`src/rtl/spis_pkg.sv`:
```
// ----------------------------------------------------------------------------
// spis_pkg: shared types and constants of the Stokeslet image sum block
// Widths of the fixed-point datapath, command and result types, and the
// table of tensor entries.
// ----------------------------------------------------------------------------
`default_nettype none

package spis_pkg;

  localparam int COORD_W      = 32;
  localparam int DIFF_W       = 33;
  localparam int RX_W         = 34;
  localparam int MIN_DIST_W   = 16;
  localparam int NEAR_W       = 4;
  localparam int FAR_W        = 11;
  localparam int CFG_ADDR_W   = 2;
  localparam int CFG_DATA_W   = 16;
  localparam int OPCODE_W     = 2;
  localparam int A_W          = 31;
  localparam int D2_W         = 64;
  localparam int N_W          = 32;
  localparam int DIV_W        = 64;
  localparam int E_W          = 31;
  localparam int K_W          = 28;
  localparam int P_W          = 44;
  localparam int M_W          = 32;
  localparam int T_W          = 62;
  localparam int G_W          = 46;
  localparam int SUM_W        = 64;
  localparam int OUT_W        = 48;
  localparam int ENTRIES      = 6;
  localparam int ENTRY_W      = 3;
  localparam int PERIOD_SHIFT = 16;
  localparam int SCALE_SHIFT  = 30;
  localparam int INV_SHIFT    = 48;
  localparam int SQRT_STEPS   = 32;
  localparam int DIV_STEPS    = 64;
  localparam int CNT_W        = 6;
  localparam int QUEUE_DEPTH  = 2;
  localparam int QPTR_W       = $clog2(QUEUE_DEPTH);

  localparam int DEF_MAX_FAR_IMAGES  = 1024;
  localparam int DEF_MAX_NEAR_LAYERS = 15;

  // round(2^32 / (8*pi))
  localparam logic [K_W-1:0] KERNEL_SCALE = 28'd170891319;

  localparam logic [MIN_DIST_W-1:0] MIN_DISTANCE_RST = 16'd1;
  localparam logic [NEAR_W-1:0]     NEAR_LAYERS_RST  = 4'd1;
  localparam logic [FAR_W-1:0]      FAR_LIMIT_RST    = 11'd1000;

  typedef enum logic [OPCODE_W-1:0] {
    OP_SINGLE = 2'd0,
    OP_NEAR   = 2'd1,
    OP_FAR    = 2'd2
  } opcode_e;

  typedef enum logic [CFG_ADDR_W-1:0] {
    CFG_MIN_DISTANCE = 2'd0,
    CFG_NEAR_LAYERS  = 2'd1,
    CFG_FAR_LIMIT    = 2'd2
  } cfg_addr_e;

  typedef struct packed {
    logic [MIN_DIST_W-1:0] min_distance;
    logic [NEAR_W-1:0]     near_layers;
    logic [FAR_W-1:0]      far_limit;
  } cfg_t;

  typedef struct packed {
    logic [OPCODE_W-1:0]        op;
    logic [2:0][DIFF_W-1:0]     d;
  } cmd_t;

  typedef struct packed {
    logic [2:0][RX_W-1:0] r;
  } kreq_t;

  typedef struct packed {
    logic               valid;
    logic [ENTRY_W-1:0] entry;
    logic               negate;
    logic [G_W-1:0]     mag;
  } contrib_t;

  typedef logic [ENTRIES-1:0][OUT_W-1:0] result_t;

  // Row and column of each stored entry: xx, xy, xz, yy, yz, zz.
  function automatic logic [1:0] pair_row(input logic [ENTRY_W-1:0] ent);
    logic [1:0] r;
    case (ent)
      3'd0, 3'd1, 3'd2: r = 2'd0;
      3'd3, 3'd4:       r = 2'd1;
      default:          r = 2'd2;
    endcase
    return r;
  endfunction

  function automatic logic [1:0] pair_col(input logic [ENTRY_W-1:0] ent);
    logic [1:0] c;
    case (ent)
      3'd0:       c = 2'd0;
      3'd1, 3'd3: c = 2'd1;
      default:    c = 2'd2;
    endcase
    return c;
  endfunction

endpackage

`default_nettype wire

```
`src/rtl/spis_intf.sv`:
```
// ----------------------------------------------------------------------------
// spis_intf: channel interfaces of the Stokeslet image sum block
// Input item channel, result channel and configuration write channel.
// ----------------------------------------------------------------------------
`default_nettype none

interface spis_in_if import spis_pkg::*; ();
  logic                       valid;
  logic                       ready;
  logic [OPCODE_W-1:0]        opcode;
  logic signed [COORD_W-1:0]  target_x;
  logic signed [COORD_W-1:0]  target_y;
  logic signed [COORD_W-1:0]  target_z;
  logic signed [COORD_W-1:0]  source_x;
  logic signed [COORD_W-1:0]  source_y;
  logic signed [COORD_W-1:0]  source_z;

  modport source (output valid, opcode, target_x, target_y, target_z,
                  source_x, source_y, source_z, input ready);
  modport sink (input valid, opcode, target_x, target_y, target_z,
                source_x, source_y, source_z, output ready);
endinterface


`default_nettype wire

```
`src/rtl/spis_front.sv`:
```
// ----------------------------------------------------------------------------
// spis_front: input stage of the Stokeslet image sum block
// Accepts items, forms the displacement target - source and queues the
// resulting commands for the sequencer.
// ----------------------------------------------------------------------------
`default_nettype none

module spis_front import spis_pkg::*; (
  input  wire logic  clk_i,
  input  wire logic  rst_ni,
  spis_in_if.sink    in_i,
  output logic       cmd_valid_o,
  output cmd_t       cmd_o,
  input  wire logic  cmd_pop_i
);

  cmd_t                cmd_q [QUEUE_DEPTH];
  logic [QPTR_W-1:0]   wr_ptr_q, rd_ptr_q;
  logic [QPTR_W:0]     count_q;
  cmd_t                new_cmd;
  logic                push, pop;

  assign in_i.ready  = (count_q != (QPTR_W + 1)'(QUEUE_DEPTH));
  assign push        = in_i.valid && in_i.ready;
  assign cmd_valid_o = (count_q != '0);
  assign pop         = cmd_pop_i && cmd_valid_o;
  assign cmd_o       = cmd_q[rd_ptr_q];

  always_comb begin
    new_cmd.op   = in_i.opcode;
    new_cmd.d[0] = {in_i.target_x[COORD_W-1], in_i.target_x}
                 - {in_i.source_x[COORD_W-1], in_i.source_x};
    new_cmd.d[1] = {in_i.target_y[COORD_W-1], in_i.target_y}
                 - {in_i.source_y[COORD_W-1], in_i.source_y};
    new_cmd.d[2] = {in_i.target_z[COORD_W-1], in_i.target_z}
                 - {in_i.source_z[COORD_W-1], in_i.source_z};
  end

  always_ff @(posedge clk_i or negedge rst_ni) begin
    if (!rst_ni) begin
      wr_ptr_q <= '0;
      rd_ptr_q <= '0;
      count_q  <= '0;
    end else begin
      if (push) wr_ptr_q <= wr_ptr_q + 1'b1;
      if (pop)  rd_ptr_q <= rd_ptr_q + 1'b1;
      if (push && !pop)      count_q <= count_q + 1'b1;
      else if (pop && !push) count_q <= count_q - 1'b1;
    end
  end

  always_ff @(posedge clk_i) begin
    if (push) cmd_q[wr_ptr_q] <= new_cmd;
  end

endmodule

`default_nettype wire

```
`src/flat_wrapper.sv`:
```
// flat-port wrapper written by rule: the top's interface ports become plain ports
module spis_front_flat import spis_pkg::*;
  (clk_i, rst_ni, cmd_valid_o, cmd_o, cmd_pop_i, in_i_valid, in_i_opcode, in_i_target_x, in_i_target_y, in_i_target_z, in_i_source_x, in_i_source_y, in_i_source_z, in_i_ready);
  spis_in_if in_i_i ();
  input  wire logic clk_i;
  input  wire logic rst_ni;
  output logic cmd_valid_o;
  output cmd_t cmd_o;
  input  wire logic cmd_pop_i;
  input wire logic [$bits(in_i_i.valid)-1:0] in_i_valid;
  input wire logic [$bits(in_i_i.opcode)-1:0] in_i_opcode;
  input wire logic [$bits(in_i_i.target_x)-1:0] in_i_target_x;
  input wire logic [$bits(in_i_i.target_y)-1:0] in_i_target_y;
  input wire logic [$bits(in_i_i.target_z)-1:0] in_i_target_z;
  input wire logic [$bits(in_i_i.source_x)-1:0] in_i_source_x;
  input wire logic [$bits(in_i_i.source_y)-1:0] in_i_source_y;
  input wire logic [$bits(in_i_i.source_z)-1:0] in_i_source_z;
  output wire logic [$bits(in_i_i.ready)-1:0] in_i_ready;
  assign in_i_i.valid = in_i_valid;
  assign in_i_i.opcode = in_i_opcode;
  assign in_i_i.target_x = in_i_target_x;
  assign in_i_i.target_y = in_i_target_y;
  assign in_i_i.target_z = in_i_target_z;
  assign in_i_i.source_x = in_i_source_x;
  assign in_i_i.source_y = in_i_source_y;
  assign in_i_i.source_z = in_i_source_z;
  assign in_i_ready = in_i_i.ready;
  spis_front u_core (.clk_i(clk_i), .rst_ni(rst_ni), .in_i(in_i_i), .cmd_valid_o(cmd_valid_o), .cmd_o(cmd_o), .cmd_pop_i(cmd_pop_i));
endmodule
```
`config.mk`:
```
export PLATFORM = sky130hd
export DESIGN_NAME = spis_front_flat
export DESIGN_NICKNAME = d
export VERILOG_FILES = /design/src/rtl/spis_pkg.sv /design/src/rtl/spis_intf.sv /design/src/rtl/spis_front.sv /design/src/flat_wrapper.sv
export SDC_FILE = /design/constraint.sdc
export NUM_CORES = 1
export LEC_CHECK = 0
export ABC_AREA = 1
export BUFFER_PORTS_ARGS = -buffer_cell sky130_fd_sc_hd__buf_4
export CORE_MARGIN = 1.5
export CORE_UTILIZATION = 30
export CTS_CLUSTER_DIAMETER = 200
export CTS_CLUSTER_SIZE = 8
export DETAILED_ROUTE_END_ITERATION = 8
export GPL_TIMING_DRIVEN = 0
export MAX_ROUTING_LAYER = met4
export PLACE_DENSITY = 0.48
export SYNTH_ARGS = -nofsm -noshare
export SYNTH_HDL_FRONTEND = slang
export SYNTH_SLANG_ARGS = --single-unit
export TNS_END_PERCENT = 50
```
`constraint.sdc`:
```
create_clock -name clk_i -period 7.85 [get_ports clk_i]
set_input_delay 1.57 -clock clk_i [delete_from_list [all_inputs] [get_ports clk_i]]
set_output_delay 1.57 -clock clk_i [all_outputs]
set_load 0.01 [all_outputs]
```
==> impl_metrics.yaml <==
run_status:
  status: "finished clean"
cells_and_area:
  post-route-util_pct: 38.5
  finalNetCount: 2859
  area.growth.synth_to_final_pct: 26.7
  num-fill-cells: 5464
  layout-drive-gt1-share_pct: 14.3
logic_synthesis:
  synthesis.area_um2: 15200
  synth.distinct_cells: 24
  synth_area_per_cell_um2: 6.84
  ys_warn_count: 0
  ys_ff_latch: 206
  syn-num-nets: 2522
  synthCells: 2224
  ys_seq_area_share_pct: 40.5
grt:
  grt_pass1_wl_um: 70300
  antenna_found_initial: 0
  overflow: 0
  first_global_vias: 13625
  grt.total_usage_pct: 17.4
  grt_max_degree: 30
drt:
  drcViolationCount: 0
  via_per_inst: 4.22
  drtIter0Drc: 548
  wl_per_cell_um: 13.5
  wirelength_um: 44100
  dr.pass1.iters: 5
  dr_total_vias: 13736
  ant_nets: 0
sta:
  post-route-min-period_ns: 4.05
  drv_slew: 0
  fin_skew_ns: 0.0111
  tightest_slew_ns: 0.922
  max-slew-margin-rel_pct: 38.4
  finalHoldViolations: 0
  rsz0062_at_grt: "false"
  setup_viol: 0
  timing.fmax_mhz: 247
  finalWorstSetupSlack_ns: 3.80
  period_share_pct: 51.6
power_and_ir_drop:
  ir_drop_v: 0.000161
  power_mw: 4.95
  p_per_area_nw_per_um2: 257
  power_leakage_nw: 10.9
critical_path:
  path_cells: "inv_1 -> clkbuf_1 -> buf_2 -> nand2_1 -> nand2_1 -> buf_4"
  crit_type: "reg -> out"
  startpoint_type: "flop"
  crit_path_top_delay_cell: "clkbuf_1"
  worstReg2RegEnd: "u_core.cmd_q[0][33]"
  timing.rr.start: "u_core.count_q[0]"
  crit_path_frequent_cell: "nand2_1"
  crit_arrival_ns: 2.48
  cp_slowest_stage_delay_ns: 0.67
  reg2reg_slack_ns: 5.60
  critPathRequiredTime_ns: 6.28
  r2r_cells: 6
  cp-end-kind: "primary output"
  critPathMaxFanout: 10
worst_hold_path:
  hp-class: "reg -> reg"
  hold_start: "u_core.count_q[0]"
  holdPathEnd: "u_core.count_q[0]"
  hold_depth: 1
die:
  die_height_um: 228
  fp.dieW_um: 228
  die_area_um2: 52100
  row_count: 82
  ioPinCount: 301
  initial_core_util_pct: 30.4
  core_area_um2: 50100
cts:
  postCtsSetupBuffers: 0
  cts_resized: 0
  clock-root-buffer: "clkbuf_16"
  cts_hold_buf: 0
  h-tree-depth: 1
  numCtsBuffers: 29
  clk_latency_ns: 0.55
  path_clk_slew_ns: 0.05
  tritoncts: "built"
  cts_sinks: 206
  max-clock-path-buffers: 3
job:
  max_cap_viol_count: 0
place:
  io_buffers: 300
  dp_hpwl_um: 36400
  gp_congestion: 0.859
  pre_cts_slack_ns: 4.25
[logic make-up after synthesis]
logic type	Yosys count	synth area share, %
AND/OR/NAND/NOR	1298	33.4
flip-flops	206	40.5
buffers and inverters	503	12.5
XOR/XNOR	48	2.76
adder cells (fa/ha/maj)	100	8.37
AO/OA/AOI/OAI	69	2.37
[state kept, by name, summed over array words and instances (netlist names)]
register,cells
u_core.cmd_q,202
u_core.count_q,2
u_core.rd_ptr_q,1
u_core.wr_ptr_q,1
[Yosys cell counts, drive strengths merged]
library cell / count / area (µm²)
o21bai: 3 / 22.5
o21ai: 1 / 5.00
clkbuf: 8 / 30.0
inv: 480 / 1800
xor2: 40 / 350
xnor2: 8 / 70.1
fa: 3 / 60.1
edfxtp: 202 / 6070
nor3: 6 / 30.0
ha: 97 / 1210
or2: 4 / 25.0
nor2: 129 / 484
a21o: 3 / 22.5
dfrtp: 4 / 100
nand4: 12 / 75.1
nand3: 71 / 380
a21oi: 62 / 310
nand2: 1070 / 4060
buf: 15 / 75.1
and2: 6 / 37.5
[metrics by stage]
stage          setup TNS, ns  cells  area (µm²)  hold WS, ns
6_report                   0   3256       19300        0.489
5_1_grt                    0   3255       19300        0.510
4_1_cts                    0   3255       19300        0.494
3_5_place_dp               0   3202       18400        0.482
3_3_place_gp         -383.33   3196       18300        0.459
2_1_floorplan              0   2224       15200        0.446
[per-layer routing]
metal	up-vias	global-route usage [%]	part of all wire (%)
met5	-	-	0
met4	0	3.70	1.7
met3	42	2.25	3.8
met2	211	30.5	49
met1	6091	21.4	45
li1	7392	-	-
[worst max-delay path: cells and delay by family, from the launching register on]
family | cells | cell delay (ns)
buffers and inverters | 4 | 1.30
and+or+nand+nor | 2 | 0.24
DFF | 1 | 0.39
[area by class of cell]
class	count	area, µm²	share of cell area [%]
diodes	1	2.50	0.0130
repair buffers	306	2370	12.3
flip-flops and latches	206	6170	32.0
multi-input cells	1515	7160	37.1
inverters	480	1800	9.35
well taps	672	841	4.36
clock buffers	53	826	4.28
plain buffers	23	105	0.545
[worst max path at each step]
stage               cells past startpoint  slack, ns             from                  end
finish                                  6       3.80  u_core.rd_ptr_q            cmd_o[79]
CTS                                     6       3.64  u_core.rd_ptr_q            cmd_o[79]
global route                            6       3.58  u_core.rd_ptr_q            cmd_o[79]
detailed placement                      6       4.25  u_core.rd_ptr_q            cmd_o[79]
global placement                        3      -1.94       in_i_valid  u_core.cmd_q[1][33]
floorplan                               2       1.40       in_i_valid   u_core.cmd_q[1][0]
[cell usage in the layout, fill, tap and decap left out, types with 2 or more instances in the layout]
master,count
a21o_1,3
a21oi_1,62
and2_1,6
buf_1,5
buf_12,6
buf_2,9
buf_4,300
clkbuf_1,31
clkbuf_16,29
dfrtp_1,4
edfxtp_1,202
fa_1,3
ha_1,97
inv_1,480
nand2_1,1054
nand2_2,16
nand3_1,66
nand3_2,5
nand4_1,12
nor2_1,127
nor2_4,2
nor3_1,6
o21bai_1,3
or2_1,4
xnor2_1,8
xor2_1,40
[power breakdown]
group          switching, mW  internal [mW]  leakage [nW]
sequential            0.0593           1.58          1.93
combinational           1.35          0.804          8.56
clock                  0.462          0.695         0.392
total                   1.87           3.08          10.9
No activity file was read; power rests on OpenSTA's default activity.
