### src/rtl/spis_pkg.sv
// ----------------------------------------------------------------------------
// spis_pkg: shared types and constants of the Stokeslet image sum block
// Widths of the fixed-point datapath, command and result types, and the
// table of tensor entries.
// ----------------------------------------------------------------------------
`default_nettype none

package spis_pkg;

  localparam int COORD_W      = 32;
  localparam int DIFF_W       = 33;
  localparam int RX_W         = 34;
  localparam int MIN_DIST_W   = 16;
  localparam int NEAR_W       = 4;
  localparam int FAR_W        = 11;
  localparam int CFG_ADDR_W   = 2;
  localparam int CFG_DATA_W   = 16;
  localparam int OPCODE_W     = 2;
  localparam int A_W          = 31;
  localparam int D2_W         = 64;
  localparam int N_W          = 32;
  localparam int DIV_W        = 64;
  localparam int E_W          = 31;
  localparam int K_W          = 28;
  localparam int P_W          = 44;
  localparam int M_W          = 32;
  localparam int T_W          = 62;
  localparam int G_W          = 46;
  localparam int SUM_W        = 64;
  localparam int OUT_W        = 48;
  localparam int ENTRIES      = 6;
  localparam int ENTRY_W      = 3;
  localparam int PERIOD_SHIFT = 16;
  localparam int SCALE_SHIFT  = 30;
  localparam int INV_SHIFT    = 48;
  localparam int SQRT_STEPS   = 32;
  localparam int DIV_STEPS    = 64;
  localparam int CNT_W        = 6;
  localparam int QUEUE_DEPTH  = 2;
  localparam int QPTR_W       = $clog2(QUEUE_DEPTH);

  localparam int DEF_MAX_FAR_IMAGES  = 1024;
  localparam int DEF_MAX_NEAR_LAYERS = 15;

  // round(2^32 / (8*pi))
  localparam logic [K_W-1:0] KERNEL_SCALE = 28'd170891319;

  localparam logic [MIN_DIST_W-1:0] MIN_DISTANCE_RST = 16'd1;
  localparam logic [NEAR_W-1:0]     NEAR_LAYERS_RST  = 4'd1;
  localparam logic [FAR_W-1:0]      FAR_LIMIT_RST    = 11'd1000;

  typedef enum logic [OPCODE_W-1:0] {
    OP_SINGLE = 2'd0,
    OP_NEAR   = 2'd1,
    OP_FAR    = 2'd2
  } opcode_e;

  typedef enum logic [CFG_ADDR_W-1:0] {
    CFG_MIN_DISTANCE = 2'd0,
    CFG_NEAR_LAYERS  = 2'd1,
    CFG_FAR_LIMIT    = 2'd2
  } cfg_addr_e;

  typedef struct packed {
    logic [MIN_DIST_W-1:0] min_distance;
    logic [NEAR_W-1:0]     near_layers;
    logic [FAR_W-1:0]      far_limit;
  } cfg_t;

  typedef struct packed {
    logic [OPCODE_W-1:0]        op;
    logic [2:0][DIFF_W-1:0]     d;
  } cmd_t;

  typedef struct packed {
    logic [2:0][RX_W-1:0] r;
  } kreq_t;

  typedef struct packed {
    logic               valid;
    logic [ENTRY_W-1:0] entry;
    logic               negate;
    logic [G_W-1:0]     mag;
  } contrib_t;

  typedef logic [ENTRIES-1:0][OUT_W-1:0] result_t;

  // Row and column of each stored entry: xx, xy, xz, yy, yz, zz.
  function automatic logic [1:0] pair_row(input logic [ENTRY_W-1:0] ent);
    logic [1:0] r;
    case (ent)
      3'd0, 3'd1, 3'd2: r = 2'd0;
      3'd3, 3'd4:       r = 2'd1;
      default:          r = 2'd2;
    endcase
    return r;
  endfunction

  function automatic logic [1:0] pair_col(input logic [ENTRY_W-1:0] ent);
    logic [1:0] c;
    case (ent)
      3'd0:       c = 2'd0;
      3'd1, 3'd3: c = 2'd1;
      default:    c = 2'd2;
    endcase
    return c;
  endfunction

endpackage

`default_nettype wire

### src/rtl/spis_back.sv
// ----------------------------------------------------------------------------
// spis_back: image sequencer and accumulator
// Walks the images selected by the opcode, starts the kernel for each, sums
// the six tensor entries and saturates them into the result register.
// ----------------------------------------------------------------------------
`default_nettype none

module spis_back import spis_pkg::*; #(
  parameter int MAX_FAR_IMAGES  = DEF_MAX_FAR_IMAGES,
  parameter int MAX_NEAR_LAYERS = DEF_MAX_NEAR_LAYERS
) (
  input  wire logic      clk_i,
  input  wire logic      rst_ni,
  input  wire cfg_t      cfg_i,
  input  wire logic      cmd_valid_i,
  input  wire cmd_t      cmd_i,
  output logic           cmd_pop_o,
  output logic           kstart_o,
  output kreq_t          kreq_o,
  input  wire contrib_t  contrib_i,
  input  wire logic      kdone_i,
  output logic           out_valid_o,
  input  wire logic      out_ready_i,
  output result_t        result_o
);

  localparam int FAR_LOG  = $clog2(MAX_FAR_IMAGES);
  localparam int NEAR_LOG = $clog2(MAX_NEAR_LAYERS + 1);
  localparam int IMG_W    = ((FAR_LOG > NEAR_LOG) ? FAR_LOG : NEAR_LOG) + 2;

  typedef enum logic [1:0] {B_IDLE, B_LAUNCH, B_WAIT, B_DONE} bstate_e;

  bstate_e                   state_q;
  logic [OPCODE_W-1:0]       op_q;
  logic [2:0][DIFF_W-1:0]    d_q;
  logic signed [IMG_W-1:0]   i_q;
  logic                      phase_q;
  logic signed [SUM_W-1:0]   sum_q [ENTRIES];
  logic                      out_valid_q;
  result_t                   result_q;

  logic signed [IMG_W-1:0]   nl_eff, fl_eff;
  logic signed [RX_W-1:0]    offset, dx_ext;
  logic                      load_out;
  result_t                   sat_c;
  logic [SUM_W-1:0]          ext_c;

  always_comb begin
    nl_eff = (int'(cfg_i.near_layers) > MAX_NEAR_LAYERS) ? IMG_W'(MAX_NEAR_LAYERS)
                                                          : IMG_W'(cfg_i.near_layers);
    fl_eff = (int'(cfg_i.far_limit) > MAX_FAR_IMAGES) ? IMG_W'(MAX_FAR_IMAGES)
                                                       : IMG_W'(cfg_i.far_limit);
    offset = RX_W'(i_q) <<< PERIOD_SHIFT;
    dx_ext = {d_q[0][DIFF_W-1], d_q[0]};
    kreq_o.r[0] = phase_q ? (dx_ext + offset) : (dx_ext - offset);
    kreq_o.r[1] = {d_q[1][DIFF_W-1], d_q[1]};
    kreq_o.r[2] = {d_q[2][DIFF_W-1], d_q[2]};
    ext_c = SUM_W'(contrib_i.mag);
    // Keep the sum when its upper bits agree, else clamp by its sign.
    for (int j = 0; j < ENTRIES; j++) begin
      if ((sum_q[j][SUM_W-1:OUT_W-1] == '0) || (sum_q[j][SUM_W-1:OUT_W-1] == '1)) begin
        sat_c[j] = sum_q[j][OUT_W-1:0];
      end else begin
        sat_c[j] = {sum_q[j][SUM_W-1], {(OUT_W - 1){~sum_q[j][SUM_W-1]}}};
      end
    end
  end

  assign cmd_pop_o   = (state_q == B_IDLE);
  assign kstart_o    = (state_q == B_LAUNCH);
  assign load_out    = (state_q == B_DONE) && (!out_valid_q || out_ready_i);
  assign out_valid_o = out_valid_q;
  assign result_o    = result_q;

  always_ff @(posedge clk_i or negedge rst_ni) begin
    if (!rst_ni) begin
      state_q     <= B_IDLE;
      out_valid_q <= 1'b0;
    end else begin
      if (load_out)         out_valid_q <= 1'b1;
      else if (out_ready_i) out_valid_q <= 1'b0;
      unique case (state_q)
        B_IDLE: begin
          if (cmd_valid_i) begin
            case (cmd_i.op)
              OP_SINGLE, OP_NEAR: state_q <= B_LAUNCH;
              OP_FAR:  state_q <= (fl_eff > nl_eff + IMG_W'(1)) ? B_LAUNCH : B_DONE;
              default: state_q <= B_DONE;
            endcase
          end
        end
        B_LAUNCH: state_q <= B_WAIT;
        B_WAIT: begin
          if (kdone_i) begin
            case (op_q)
              OP_NEAR: state_q <= (i_q == nl_eff) ? B_DONE : B_LAUNCH;
              OP_FAR: begin
                if (!phase_q)                      state_q <= B_LAUNCH;
                else if (i_q == fl_eff - IMG_W'(1)) state_q <= B_DONE;
                else                               state_q <= B_LAUNCH;
              end
              default: state_q <= B_DONE;
            endcase
          end
        end
        B_DONE: begin
          if (load_out) state_q <= B_IDLE;
        end
      endcase
    end
  end

  always_ff @(posedge clk_i) begin
    if (state_q == B_IDLE && cmd_valid_i) begin
      op_q    <= cmd_i.op;
      d_q     <= cmd_i.d;
      phase_q <= 1'b0;
      case (cmd_i.op)
        OP_NEAR: i_q <= -nl_eff;
        OP_FAR:  i_q <= nl_eff + IMG_W'(1);
        default: i_q <= '0;
      endcase
      for (int j = 0; j < ENTRIES; j++) sum_q[j] <= '0;
    end else begin
      if (state_q == B_WAIT && kdone_i) begin
        if (op_q == OP_FAR) begin
          phase_q <= ~phase_q;
          if (phase_q) i_q <= i_q + IMG_W'(1);
        end else begin
          i_q <= i_q + IMG_W'(1);
        end
      end
      for (int j = 0; j < ENTRIES; j++) begin
        if (contrib_i.valid && contrib_i.entry == ENTRY_W'(j)) begin
          sum_q[j] <= contrib_i.negate ? (sum_q[j] - $signed(ext_c))
                                       : (sum_q[j] + $signed(ext_c));
        end
      end
    end
    if (load_out) result_q <= sat_c;
  end

endmodule

`default_nettype wire

### config.mk
export PLATFORM = sky130hd
export DESIGN_NAME = spis_back
export DESIGN_NICKNAME = d
export VERILOG_FILES = /design/src/rtl/spis_pkg.sv /design/src/rtl/spis_back.sv
export SDC_FILE = /design/constraint.sdc
export NUM_CORES = 2
export LEC_CHECK = 0
export BUFFER_PORTS_ARGS = -buffer_cell sky130_fd_sc_hd__buf_4
export CAP_MARGIN = 20
export CORE_MARGIN = 10
export CORE_UTILIZATION = 35
export DETAILED_ROUTE_END_ITERATION = 6
export PLACE_DENSITY = 0.57
export SYNTH_ARGS = -nofsm -noshare
export SYNTH_HDL_FRONTEND = slang
export SYNTH_SLANG_ARGS = --single-unit
### constraint.sdc
create_clock -name clk_i -period 16.6 [get_ports clk_i]
set_input_delay 2.49 -clock clk_i [delete_from_list [all_inputs] [get_ports clk_i]]
set_output_delay 2.49 -clock clk_i [all_outputs]
set_load 0.02 [all_outputs]
==> impl_metrics.env <==
export IMPL_crit_path_start="contrib_i[0]"
export IMPL_crit_fanout=8
export IMPL_fmax_mhz=112
export IMPL_nFillCells=15252
export IMPL_synth_commonest_cells="edfxtp_1, nor2_1, a21oi_1, o21ai_0, ha_1"
export IMPL_reg2reg_to="sum_q[1][50]"
export IMPL_reg2reg_slack_ps=12010
export IMPL_gp_congestion=0.950
export IMPL_p_leak_nw=26.0
export IMPL_dp_cells=8037
export IMPL_rsz0062_at_grt="no"
export IMPL_drc=0
export IMPL_grt_pass1_wl_um=268000
export IMPL_syn_nets=6294
export IMPL_synth_most_common_cell="edfxtp_1"
export IMPL_dieArea_mm2=0.171
export IMPL_crit_required_ps=17080
export IMPL_path_buf_inv=2
export IMPL_seqCellArea_mm2=0.0237
export IMPL_p_total_mw=9.25
export IMPL_synth_top_cell_by_area="edfxtp_1"
export IMPL_start_util_pct=35.2
export IMPL_crit_path_end="sum_q[5][59]"
export IMPL_reg2reg_depth=16
export IMPL_fin_skew_ps=42.8
export IMPL_ys_top_cells_by_area="edfxtp_1, ha_1, a21oi_1, o21ai_0, xnor2_1"
export IMPL_hp_class="flop to flop"
export IMPL_final_setup_tns_ps=0
export IMPL_ant_nets=0
export IMPL_ioPinCount=581
export IMPL_timing_critical_path_slowest_cell_delay_ps=980
export IMPL_layout_nets=6699
export IMPL_worstSkewPairLatency_ps=740
export IMPL_hold_slack_ps=565
export IMPL_grt_pass1_vias=42436
export IMPL_grt_antenna_before_repair=16
export IMPL_crit_top_cell="a211oi_1"
export IMPL_clk_pin_slew_ps=60
export IMPL_cp_slowest_cell="nor4b_1"
export IMPL_layout_area_overhead_vs_synth_pct=17.4
export IMPL_cts_hold_buffers=0
export IMPL_firstDrtPassIters=5
export IMPL_hpwl_um=138000
export IMPL_ir_drop_mv=0.0844
export IMPL_postCtsSetupRepairBufs=0
export IMPL_ctsResizeCount=0
export IMPL_crit_chain="buf_4, or3_1, nor3_1, nand2b_1, nor4b_1, and4bb_1, and2_1, a21oi_1, xnor2_1, buf_4, ha_1, nand3_1, or3_1, a211oi_1, o211ai_1, nand2_1, a211oi_1, a211oi_1, a31oi_1, mux2i_1"
export IMPL_slew_limit_headroom_pct=8.25
export IMPL_ys_ff_latch=789
export IMPL_drt_total_wl_um=183000
export IMPL_overflow=0
export IMPL_multiInputGateArea_mm2=0.0278
export IMPL_io_buffer_count=564
export IMPL_synth_cell_types=90
export IMPL_dieWidth_um=413
export IMPL_numCtsBuffers=96
export IMPL_crit_path_end_kind="flop"
export IMPL_drt_iter0_markers=3830
export IMPL_yosys_warnings=0
export IMPL_final_cells=8218
export IMPL_r2r_start="sum_q[1][0]"
export IMPL_cp_top_family="simple AND/OR/NAND/NOR gates"
export IMPL_tightest_slew_ps=1360
export IMPL_rows=144
export IMPL_coreArea_mm2=0.154
export IMPL_detail_route_wl_per_cell_um=22.2
export IMPL_status="finished, final reports clean"
export IMPL_fin_crit_ps=8950
export IMPL_cp_arrival_ps=9420
export IMPL_die_y_um=413
export IMPL_drive_above_1_share_pct=14.6
export IMPL_vias=44772
export IMPL_via_per_inst=5.45
export IMPL_synthArstFlopShare_pct=0.380
export IMPL_finalMaxSlewViolations=0
export IMPL_final_hold_violation_count=0
export IMPL_synth_edf_count=785
export IMPL_clock_tree_root_cell="clkbuf_16"
export IMPL_htreeDepth=3
export IMPL_cp_start_kind="primary input"
export IMPL_crit_type="primary input to flop"
export IMPL_fin_crit_sh_pct=53.9
export IMPL_syn_inst=5687
export IMPL_synth_top_area_share_pct=43.6
export IMPL_clk_path_buf_depth=3
export IMPL_cts_tree="done"
export IMPL_setup_viol=0
export IMPL_grt_max_degree=81
export IMPL_track_usage_pct=20.4
export IMPL_cts_sinks=789
export IMPL_cap_violations=0
export IMPL_ys_flop_type="edfxtp_1"
export IMPL_path_depth=20
export IMPL_finish_utilization_pct=41.3
export IMPL_synth_area_per_cell_um2=9.52
export IMPL_p_per_area_mw_per_mm2=146
export IMPL_synth_area_mm2=0.0541
export IMPL_ys_seq_area_share_pct=43.7
per-layer routing:
metal,routed length [um],track usage (%),vias to the layer above
met1,82700,28.4,21430
met3,13700,4.23,282
li1,-,-,21552
met5,110,0,-
met4,6030,6.61,16
met2,80000,31.5,1492
power by group:
part | switching (mW) | internal, mW
combinational | 2.54 | 1.52
sequential | 0.255 | 2.78
clock | 0.928 | 1.23
total | 3.72 | 5.53
layout by cell type (no fill, tap or decap), types with 40 or more instances in the layout:
cell,n
nand2_1,314
xnor2_1,232
nor2b_1,58
o21a_1,58
and3_1,40
buf_4,640
nor3_1,126
a211oi_1,41
edfxtp_1,785
a21oi_1,485
nor4_1,48
and2_1,43
nor2_1,588
o21bai_1,84
clkbuf_16,97
a31oi_1,42
inv_1,379
ha_1,412
nand3_1,92
o21ai_0,466
xor2_1,160
nand2b_1,54
nand4_1,129
a21o_1,286
sequential cells by signal, indices dropped and copies added (netlist names):
| signal | flops |
|---|---|
| sum_q | 384 |
| out_valid_o | 1 |
| op_q | 2 |
| i_q | 12 |
| d_q | 33 |
| result_o | 288 |
| state_q | 2 |
| phase_q | 1 |
| kreq_o | 66 |
worst min-delay path by stage:
stage	startpoint	to	slack [ps]	depth (start not counted)
floorplan	sum_q[5][0]	result_o[240]	520	1
global placement	sum_q[5][31]	result_o[271]	560	1
detailed placement	sum_q[5][31]	result_o[271]	550	1
CTS	sum_q[5][31]	result_o[271]	560	1
global route	sum_q[5][31]	result_o[271]	590	1
finish	sum_q[5][31]	result_o[271]	560	1
stage by stage:
step	setup WS (ps)	instance area [um^2]
2_1_floorplan	1160	54100
3_3_place_gp	6930	60200
3_5_place_dp	7180	60300
4_1_cts	7940	63500
5_1_grt	7390	63500
6_report	7650	63500
final cells by class:
cell class              instances  share of cell area, %
inverters                     382                   2.26
repair buffers                646                   7.68
well taps                    2044                   4.03
diodes                          3                 0.0118
flip-flops and latches        789                   37.3
multi-input cells            4177                   43.7
clock buffers                 104                   3.86
clock inverters                73                   1.17
cells by family (layout without fill, tap and decap cells):
| kind of cell | after synthesis | after routing | synth area share (%) |
|---|---|---|---|
| AOI/OAI and AO/OA | 1719 | 1719 | 19.8 |
| xor gates and xnor gates | 415 | 415 | 6.72 |
| adders and majority gates | 419 | 419 | 9.79 |
| buffers and inverters | 721 | 1205 | 5.60 |
| DFF | 789 | 789 | 43.7 |
| muxes | 21 | 21 | 0.398 |
| other | 0 | 3 | 0 |
| and+or+nand+nor | 1603 | 1603 | 14.0 |
No activity file was read; power rests on OpenSTA's default activity.
